==> src/design/blt_pkg.sv <==
// Shared constants, codes, command/status structs and the bank hash.
// No dependencies.
package blt_pkg;

    localparam int MAX_LINES   = 256;
    localparam int LINE_IW     = $clog2(MAX_LINES);
    localparam int LCNT_W      = LINE_IW + 1;
    localparam int RANK_W      = LINE_IW;
    localparam int MAX_BANKS   = 16;
    localparam int BANK_W      = $clog2(MAX_BANKS);
    localparam int BCNT_W      = 5;
    localparam int ADDR_BITS   = 48;
    localparam int DIVC_W      = $clog2(ADDR_BITS + 1);
    localparam int STAMP_W     = 32;
    localparam int CTR_W       = 32;
    localparam int SHIFT_W     = 4;
    localparam int ACT_W       = 9;
    localparam int POLICY_W    = 2;
    localparam int STATUS_W    = 2;
    localparam int CFG_IDX_W   = 3;
    localparam int CFG_DATA_W  = 9;
    localparam int ENTRY_W     = ADDR_BITS + RANK_W;

    localparam int ROW_LINES   = 64;
    localparam int ROW_SHIFT   = $clog2(ROW_LINES);
    localparam int XOR_SHIFT_A = 7;
    localparam int XOR_SHIFT_B = 13;
    localparam int HYB_SHIFT   = 9;

    localparam logic [CFG_IDX_W-1:0] CFG_ENABLE = 3'd0;
    localparam logic [CFG_IDX_W-1:0] CFG_SHIFT  = 3'd1;
    localparam logic [CFG_IDX_W-1:0] CFG_ACTIVE = 3'd2;
    localparam logic [CFG_IDX_W-1:0] CFG_BANKS  = 3'd3;
    localparam logic [CFG_IDX_W-1:0] CFG_POLICY = 3'd4;

    localparam logic [STATUS_W-1:0] ST_HIT  = 2'd0;
    localparam logic [STATUS_W-1:0] ST_MISS = 2'd1;
    localparam logic [STATUS_W-1:0] ST_FAIL = 2'd2;

    localparam logic [POLICY_W-1:0] POL_PLAIN  = 2'd0;
    localparam logic [POLICY_W-1:0] POL_ROW    = 2'd1;
    localparam logic [POLICY_W-1:0] POL_XOR    = 2'd2;
    localparam logic [POLICY_W-1:0] POL_HYBRID = 2'd3;

    localparam logic CMD_ACCESS = 1'b0;
    localparam logic CMD_FILL   = 1'b1;

    typedef struct packed {
        logic load;
        logic div_step;
        logic check;
        logic srch;
        logic srch_end;
        logic upd;
        logic sweep_clr;
        logic res_load;
    } t_cmd;

    typedef struct packed {
        logic in_fill;
        logic enable;
        logic lim_zero;
        logic div_done;
        logic bank_busy;
        logic sweep_done;
        logic line_hit;
        logic is_fill;
        logic upd_needed;
        logic out_free;
    } t_stat;

    function automatic logic [ADDR_BITS-1:0] bank_hash(input logic [ADDR_BITS-1:0] la,
                                                       input logic [POLICY_W-1:0] pol);
        logic [ADDR_BITS-1:0] h;
        case (pol)
            POL_ROW:    h = la >> ROW_SHIFT;
            POL_XOR:    h = la ^ (la >> XOR_SHIFT_A) ^ (la >> XOR_SHIFT_B);
            POL_HYBRID: h = (la >> ROW_SHIFT) ^ la ^ (la >> HYB_SHIFT);
            default:    h = la;
        endcase
        return h;
    endfunction

endpackage

==> src/design/blt_ctrl.sv <==
// Sequencer: accept, bank divide, busy check, search sweep, update sweep, result.
// Depends on blt_pkg.
module blt_ctrl (
    input  logic           i_clk,
    input  logic           i_rst_n,
    input  logic           i_in_valid,
    input  blt_pkg::t_stat i_st,
    output logic           o_in_ready,
    output blt_pkg::t_cmd  o_cmd
);
    typedef enum logic [5:0] {
        S_IDLE   = 6'b000001,
        S_DIV    = 6'b000010,
        S_CHECK  = 6'b000100,
        S_SRCH   = 6'b001000,
        S_UPD    = 6'b010000,
        S_RESULT = 6'b100000
    } t_state;

    t_state r_state, n_state;

    always_comb begin
        n_state    = r_state;
        o_cmd      = '0;
        o_in_ready = (r_state == S_IDLE);
        unique case (r_state)
            S_IDLE: begin
                if (i_in_valid) begin
                    o_cmd.load = 1'b1;
                    if (!i_st.enable) begin
                        n_state = i_st.in_fill ? S_IDLE : S_RESULT;
                    end else if (i_st.in_fill) begin
                        if (!i_st.lim_zero) begin
                            n_state         = S_SRCH;
                            o_cmd.sweep_clr = 1'b1;
                        end
                    end else begin
                        n_state = S_DIV;
                    end
                end
            end
            S_DIV: begin
                if (i_st.div_done) n_state = S_CHECK;
                else o_cmd.div_step = 1'b1;
            end
            S_CHECK: begin
                o_cmd.check = 1'b1;
                if (i_st.bank_busy) begin
                    n_state = S_RESULT;
                end else begin
                    n_state         = S_SRCH;
                    o_cmd.sweep_clr = 1'b1;
                end
            end
            S_SRCH: begin
                o_cmd.srch = 1'b1;
                if (i_st.sweep_done) begin
                    o_cmd.srch_end  = 1'b1;
                    o_cmd.sweep_clr = 1'b1;
                    if (i_st.is_fill) n_state = i_st.upd_needed ? S_UPD : S_IDLE;
                    else n_state = i_st.line_hit ? S_UPD : S_RESULT;
                end
            end
            S_UPD: begin
                o_cmd.upd = 1'b1;
                if (i_st.sweep_done) n_state = i_st.is_fill ? S_IDLE : S_RESULT;
            end
            S_RESULT: begin
                if (i_st.out_free) begin
                    o_cmd.res_load = 1'b1;
                    n_state        = S_IDLE;
                end
            end
            default: n_state = S_IDLE;
        endcase
    end

    always_ff @(posedge i_clk) begin
        if (!i_rst_n) begin
            r_state <= S_IDLE;
        end else begin
            r_state <= n_state;
        end
    end
endmodule

==> config.mk <==
export PLATFORM = sky130hd
export DESIGN_NAME = blt_ctrl
export DESIGN_NICKNAME = d
export VERILOG_FILES = /design/src/design/blt_pkg.sv /design/src/design/blt_ctrl.sv
export SDC_FILE = /design/constraint.sdc
export NUM_CORES = 1
export LEC_CHECK = 0
export ABC_AREA = 1
export ABC_CLOCK_PERIOD_IN_PS = 2700
export BUFFER_PORTS_ARGS = -buffer_cell sky130_fd_sc_hd__buf_2
export CORE_AREA = 2 2 39 41
export CTS_BUF_LIST = sky130_fd_sc_hd__clkbuf_4 sky130_fd_sc_hd__clkbuf_8 sky130_fd_sc_hd__clkbuf_16
export DETAILED_ROUTE_END_ITERATION = 6
export DIE_AREA = 0 0 41 43
export PLACE_DENSITY = 0.9
export SLEW_MARGIN = 20
export SYNTH_ARGS = -nofsm -noshare
export SYNTH_HDL_FRONTEND = slang
export SYNTH_SLANG_ARGS = --single-unit
==> constraint.sdc <==
create_clock -name i_clk -period 2.7 [get_ports i_clk]
set_clock_uncertainty 0.05 [all_clocks]
set_input_delay 0.135 -clock i_clk [delete_from_list [all_inputs] [get_ports i_clk]]
set_output_delay 0.135 -clock i_clk [all_outputs]
set_load 0.02 [all_outputs]
Word level (Yosys, flattened, before mapping). Index checks and enable logic that the tools add are counted.

Eq/ne operators: 12. Multiplexer cells: 31. Reductions and logical operators: 1.

Operators by type and width (number): 6-bit two-way mux (13); 6-bit case mux with 6 select lines (1); 1-bit two-way mux (14); 2-bit != test, second input constant (5); 6-bit by 1-bit == test with 1-bit output, second input constant (1); 6-bit by 2-bit == test with 1-bit output, second input constant (1); 6-bit by 3-bit == test with 1-bit output, second input constant (1); 6-bit by 4-bit == test with 1-bit output, second input constant (1); 6-bit by 5-bit == test with 1-bit output, second input constant (1); 6-bit == test, second input constant (1); 6-bit AND reduction (1); 5-bit two-way mux (1); 4-bit != test, second input constant (1); 1-bit case mux with 3 select lines (1); 2-bit two-way mux (1).

Word-level logic and storage cells: 45. Output and inout port bits: 9. Register bits after elaboration: 6.

Logic depth before layout (Yosys ltp). Gate-level depths: netlist of run 1.

Depth in word-level cells: 5. Gate-level depth with buffers: 10.

Worst setup path before layout of run 1. No wires, ideal clock.

Kind: register -> register. Start: register r_state[4]. End: register r_state[4]. Setup slack: 1320 ps. Buffers on the path: 0. Arrival time: 1216 ps. Library setup time: 114 ps. Cell stages (with the launch flop): 9. Data required time: 2536 ps. Path through: dfxtp_1 > nor2_2 > nand2_1 > nor2_2 > nand3_1 > nand2_2 > nor2_4 > nor2_1 > nor2_2.

Longest elaborated chain between the ends: 3. Elaborated cells between the ends (all ways): 14. Classes of those cells: 12 x eq/ne; 1 x mux; 1 x reduce/logical.

Ends and longest elaborated chain: start: declaration (RTL line blt_ctrl.sv:20) `t_state r_state, n_state;`; start signal: assignment (RTL line blt_ctrl.sv:82) `r_state <= n_state;`; 6-bit by 1-bit == test with 1-bit output *; via o_in_ready (RTL line blt_ctrl.sv:8) `output logic o_in_ready,`; 4-bit != test (no line) or 2-bit != test (tied branches); 6-bit AND reduction (no line).

The timed path passes the listed nets; every way through them passes the cells marked *. A chain may end at the register's enable or synchronous reset.

==> flow_summary.ini, run 1 <==
[status]
status = finished clean

[finish]
reg_top3 = r_state: 6 flops
n_fill_cell = 152
regMostFlops = r_state
largest_reg_flops = 6
mostFrequentLayoutCells = 22 x inv_1, 22 x nand2_1, 21 x buf_2, 19 x nor2_1, 9 x nand4_1
antenna_cells = 0
nets = 147
synthToLayoutAreaGrowth_pct = 19.8
drive_gt1_frac = 0.311

[drt]
ant_nets = 0
routedWlPerCell_um = 10.1
drcViolationCount = 0
via_per_inst = 5.05
first_iter_violations = 17
vias = 747
wl_mm = 1.50
drt_first_pass_iters = 4

[worst_hold_path]
min_path_type = primary input to flip-flop
holdPathStages = 2
hold_path_end = r_state[0]$_SDFFE_PN1P_
hp-start = i_rst_n

[cts]
ctsRootBufferMaster = clkbuf_4
h-tree-depth = 1
clock_latency_ns = 0.24
hold_buffers = 0
clk_path_buf_depth = 2
cts_setup_buffers = 0
cts_tree = built
cts_resized = 0
cts_buffers = 3
clkTransAtPathRegs_ns = 0.05
clkSinkCount = 6

[timing]
fin_tns_setup_ns = 0
setup_viol = 0
hold_viol_final = 0
rsz0062_at_grt = no
slew_viol_final = 0
min_period_ns = 1.87
max_freq_mhz = 536
finalWorstSetupSlack_ns = 0.834
worstMarginPinSlew_ns = 0.531
period_share = 0.691
slew_headroom = 0.645

[place]
dp_hpwl_mm = 1.22
post-place-ws_ns = 1.10
gp_congestion = 0.906
port_buffers = 21

[critical_path]
cpPeakStageDelay_ns = 0.45
cp_slowest_cell = nor2_2
crit_path_cell_trace = nor2_2 > nand3_1 > o221ai_1 > buf_2
crit_fanout = 12
end_kind = primary output
cp-start-kind = flip-flop
r2r-end = r_state[4]$_SDFFE_PN0P_
reg2reg_depth = 8
worstSetupPathType = flip-flop to primary output
ff2ff_setup_slack_ns = 1.06
critPathTopFamily = simple AND/OR/NAND/NOR gates
r2r-start = r_state[4]$_SDFFE_PN0P_
path_buf_inv = 1
crit_required_ns = 2.52
cp.arrival_ns = 1.68

[logic_synthesis]
synth_warnings = 0
synth.avg_cell_area_um2 = 5.91
syn_nets = 123
yosysSeqAreaShare = 0.185
netlist_area_um2 = 651
ys_seq_elements = 6
synthCells = 110
ys_types = 18

[flow_run]
drv_cap = 0

[grt]
grt_pass1_vias = 661
gr-usage-all-layers = 0.204
grt_max_degree = 13
antenna_found_initial = 0
overflow = 0
grt_pass1_wl_mm = 2.55

[power]
cell_internal_pwr_w = 0.000300
swShare = 0.542
p_switching_w = 0.000356
max-vdd-ir-drop_mv = 0.466
power.leakage_nw = 0.486
p_clk_frac = 0.126
pwr-share-seq = 0.220
p_per_area_nw_per_um2 = 842
p_comb_frac = 0.654

[floorplanning]
die_y_um = 43
die_area_um2 = 1760
rows = 14
io_pins = 22
coreArea_um2 = 1380
initial_core_util = 0.470
die_w_um = 41
==> per-layer routing <==
metal / routed length (um) / GRT usage
met1: 670 / 0.265
met2: 730 / 0.334
met3: 94 / 0.0209
met4: 0 / 0.0667
met5: 0 / 0
==> power groups by stage <==
stage          clock [W]  combinational, W  sequential [W]
2_1_floorplan          0          0.000353        0.000141
3_3_place_gp           0          0.000415        0.000145
3_5_place_dp           0          0.000420        0.000147
4_1_cts        0.0000827          0.000422        0.000145
5_1_grt        0.0000892          0.000480        0.000149
6_report       0.0000826          0.000429        0.000145
==> stage by stage <==
step           total power, W   util  area (um2)  cells  hold WS (ns)
3_3_place_gp         0.000560  0.547         757    145         0.314
2_1_floorplan        0.000495      -         651    110         0.159
3_5_place_dp         0.000567  0.547         757    145         0.319
6_report             0.000656  0.563         779    148        0.0710
4_1_cts              0.000650  0.563         779    148        0.0674
5_1_grt              0.000718  0.563         779    148        0.0734
==> cells in the mapped netlist <==
library cell | n | area (um2)
nor2_1 | 19 | 71.3
nand4_1 | 9 | 56.3
inv_1 | 22 | 82.6
dfxtp_1 | 6 | 120
buf_6 | 1 | 11.3
or2_2 | 1 | 6.26
a21oi_1 | 2 | 10.0
nand2_2 | 2 | 12.5
buf_4 | 1 | 7.51
nand2_1 | 22 | 82.6
nand3_2 | 3 | 30.0
nor2_2 | 5 | 31.3
o221ai_1 | 1 | 8.76
nor3_2 | 1 | 10.0
o21ai_0 | 2 | 10.0
nor2_4 | 2 | 22.5
nand3_1 | 8 | 40.0
nand4_2 | 3 | 37.5
==> final cells by class <==
class,instances,area [um2],area share
Timing Repair Buffer,21,105,0.135
Inverter,22,82.6,0.106
Multi-Input combinational cell,80,429,0.551
Sequential cell,6,120,0.154
Tap cell,16,20.0,0.0257
Clock buffer,3,22.5,0.0289
==> worst max-delay path by stage <==
| stage | start | endpoint | slack, ns | cells after the start |
|---|---|---|---|---|
| 2_1_floorplan | r_state[4]$_SDFFE_PN0P_ | r_state[4]$_SDFFE_PN0P_ | 1.32 | 8 |
| 3_3_place_gp | r_state[2]$_SDFFE_PN0P_ | r_state[4]$_SDFFE_PN0P_ | 1.15 | 8 |
| 3_5_place_dp | r_state[2]$_SDFFE_PN0P_ | r_state[4]$_SDFFE_PN0P_ | 1.10 | 8 |
| 4_1_cts | r_state[4]$_SDFFE_PN0P_ | o_cmd[1] | 0.86 | 4 |
| 5_1_grt | r_state[2]$_SDFFE_PN0P_ | o_cmd[1] | 0.70 | 6 |
| 6_report | r_state[4]$_SDFFE_PN0P_ | o_cmd[1] | 0.83 | 4 |
==> kinds of logic (layout without fill, tap and decap cells) <==
| logic type | after synthesis | after routing | share of synthesized area |
|---|---|---|---|
| DFF | 6 | 6 | 0.185 |
| AOI/OAI and AO/OA | 5 | 5 | 0.0442 |
| buffers and inverters | 24 | 46 | 0.156 |
| and+or+nand+nor | 75 | 75 | 0.615 |
Note: power is estimated with default switching activity, not from simulation.
==> run 2, diff against run 1 <==
- ABC_CLOCK_PERIOD_IN_PS: 2700 -> 1650
- CORE_AREA: 2 2 39 41 -> not set
- CORE_MARGIN: not set -> 2
- CORE_UTILIZATION: not set -> 43
- DIE_AREA: 0 0 41 43 -> not set
- PLACE_DENSITY: 0.9 -> 0.85
- clock period: 2.7 -> 1.65 ns (I/O delays scaled with it)
==> flow_summary.ini, run 2 (synthesis results as in run 1) <==
[status]
status = finished clean

[finish]
mostFrequentLayoutCells = 22 x inv_1, 22 x nand2_1, 20 x buf_2, 18 x nor2_1, 9 x nand4_1
regMostFlops = r_state
synthToLayoutAreaGrowth_pct = 29.6
finalInstanceArea_um2 = 843
nets = 153
reg_top3 = r_state: 6 flops
drive_gt1_frac = 0.355
final_util = 0.580
antenna_cells = 0
largest_reg_flops = 6

[cts]
h-tree-depth = 1
cts_buffers = 3
hold_buffers = 0
cts_tree = built
clk_path_buf_depth = 2
clkSinkCount = 6
ctsRootBufferMaster = clkbuf_4
clkTransAtPathRegs_ns = 0.04
clock_latency_ns = 0.24

[power]
p_per_area_nw_per_um2 = 1460
power.leakage_nw = 0.520
max-vdd-ir-drop_mv = 1.01

[place]
gp_congestion = 0.850
port_buffers = 21
dp_hpwl_mm = 1.28
place_area_um2 = 772

[critical_path]
worstSetupPathType = flip-flop to primary output
crit_fanout = 11
reg2reg_depth = 10
ff2ff_setup_slack_ns = 0.16
crit_path_cell_trace = nor2_2 > buf_6 > nand2_1 > nor2_2 > nand4_1 > o221ai_1 > buf_4
crit_required_ns = 1.52
cp_slowest_cell = dfxtp_1
path_buf_inv = 2
cp-start-kind = flip-flop
cp.arrival_ns = 1.45
critPathTopFamily = simple AND/OR/NAND/NOR gates
cpMostUsedCell = nor2_2
end_kind = primary output
cpPeakStageDelay_ns = 0.33
r2r-start = r_state[4]$_SDFFE_PN0P_
r2r-end = r_state[4]$_SDFFE_PN0P_

[worst_hold_path]
hp-start = i_rst_n
min_path_type = primary input to flip-flop
holdPathStages = 2
hold_path_end = r_state[0]$_SDFFE_PN1P_

[timing]
fin_tns_setup_ns = 0
rsz0062_at_grt = yes
slew_viol_final = 0
slew_headroom = 0.839
hold_viol_final = 0
min_period_ns = 1.59
period_share = 0.961
setup_viol = 0
max_freq_mhz = 630
worstMarginPinSlew_ns = 0.239

[grt]
grt_pass1_vias = 665
grt_pass1_wl_mm = 2.69
grt_max_degree = 13
gr-usage-all-layers = 0.192
overflow = 0
antenna_found_initial = 0

[drt]
routedWlPerCell_um = 10.9
via_per_inst = 5.12
ant_nets = 0
first_iter_violations = 20
wl_mm = 1.67
drcViolationCount = 0
vias = 788
drt_first_pass_iters = 4

[floorplanning]
die_y_um = 42.9
initial_core_util = 0.448
io_pins = 22
coreArea_um2 = 1450
die_area_um2 = 1840
die_w_um = 42.9
rows = 14

[flow_run]
drv_cap = 0
run 2: changes by cell type in the layout (fill, tap and decap cells not counted):
| cell | before | now |
|---|---|---|
| buf_6 | 0 | 1 |
| nand3_1 | 8 | 7 |
| buf_2 | 21 | 20 |
| nor2_1 | 19 | 18 |
| nor2_4 | 2 | 3 |
| nand3_2 | 3 | 4 |
| buf_4 | 0 | 6 |
run 2: worst max-delay path by stage:
stage,startpoint,end,cells after the start
2_1_floorplan,r_state[4]$_SDFFE_PN0P_,r_state[4]$_SDFFE_PN0P_,8
5_1_grt,r_state[4]$_SDFFE_PN0P_,o_cmd[1],7
6_report,r_state[4]$_SDFFE_PN0P_,o_cmd[1],7
3_5_place_dp,r_state[2]$_SDFFE_PN0P_,r_state[1]$_SDFFE_PN0P_,9
3_3_place_gp,r_state[2]$_SDFFE_PN0P_,r_state[1]$_SDFFE_PN0P_,9
4_1_cts,r_state[2]$_SDFFE_PN0P_,o_cmd[7],5
run 2: metrics by stage:
| step | hold WS [ns] | power (W) | worst slack, ns | instances |
|---|---|---|---|---|
| after floorplan | 0.106 | 0.000809 | 0.270 | 110 |
| after global placement | 0.273 | 0.000939 | 0.196 | 147 |
| after detailed placement | 0.281 | 0.000955 | 0.154 | 147 |
| after CTS | 0.0294 | 0.00109 | 0.000871 | 150 |
| after global routing | 0.0302 | 0.00135 | -0.0213 | 154 |
| final | 0.0361 | 0.00123 | 0.0639 | 154 |
run 2: layout make-up:
type	count	area, um2
multi-input cells	80	442
clock buffers	3	22.5
inverters	22	82.6
fillers	144	611
flip-flops and latches	6	120
well taps	16	20.0
repair buffers	27	156
run 2: what timing repair did:
action                                  4_1_cts  5_1_grt
endpoints found under the setup margin        0        3
gates resized for setup                       0        5
setup buffers                                 0        4
run 2: worst register-to-register path, stage by stage, from the launching register on:
cell	delay, ns
dfxtp_1	0.33
nor2_2	0.13
buf_6	0.15
nand2_1	0.07
nor2_2	0.16
buf_4	0.13
nand3_1	0.06
nand2_2	0.09
nor2_4	0.05
nor2_1	0.11
nor2_2	0.05
run 2: layer usage:
layer  track usage  part of all wire  routed length (um)
met1         0.245              0.42                 704
met2         0.318              0.51                 850
met3        0.0681             0.070                 118
met4        0.0188                 0                   0
met5             0                 0                   0
run 2: report_power, final:
part | switching [W] | internal [W]
Combinational | 0.000525 | 0.000339
Sequential | 0.0000524 | 0.000186
Clock | 0.0000490 | 0.0000820
Total | 0.000626 | 0.000607
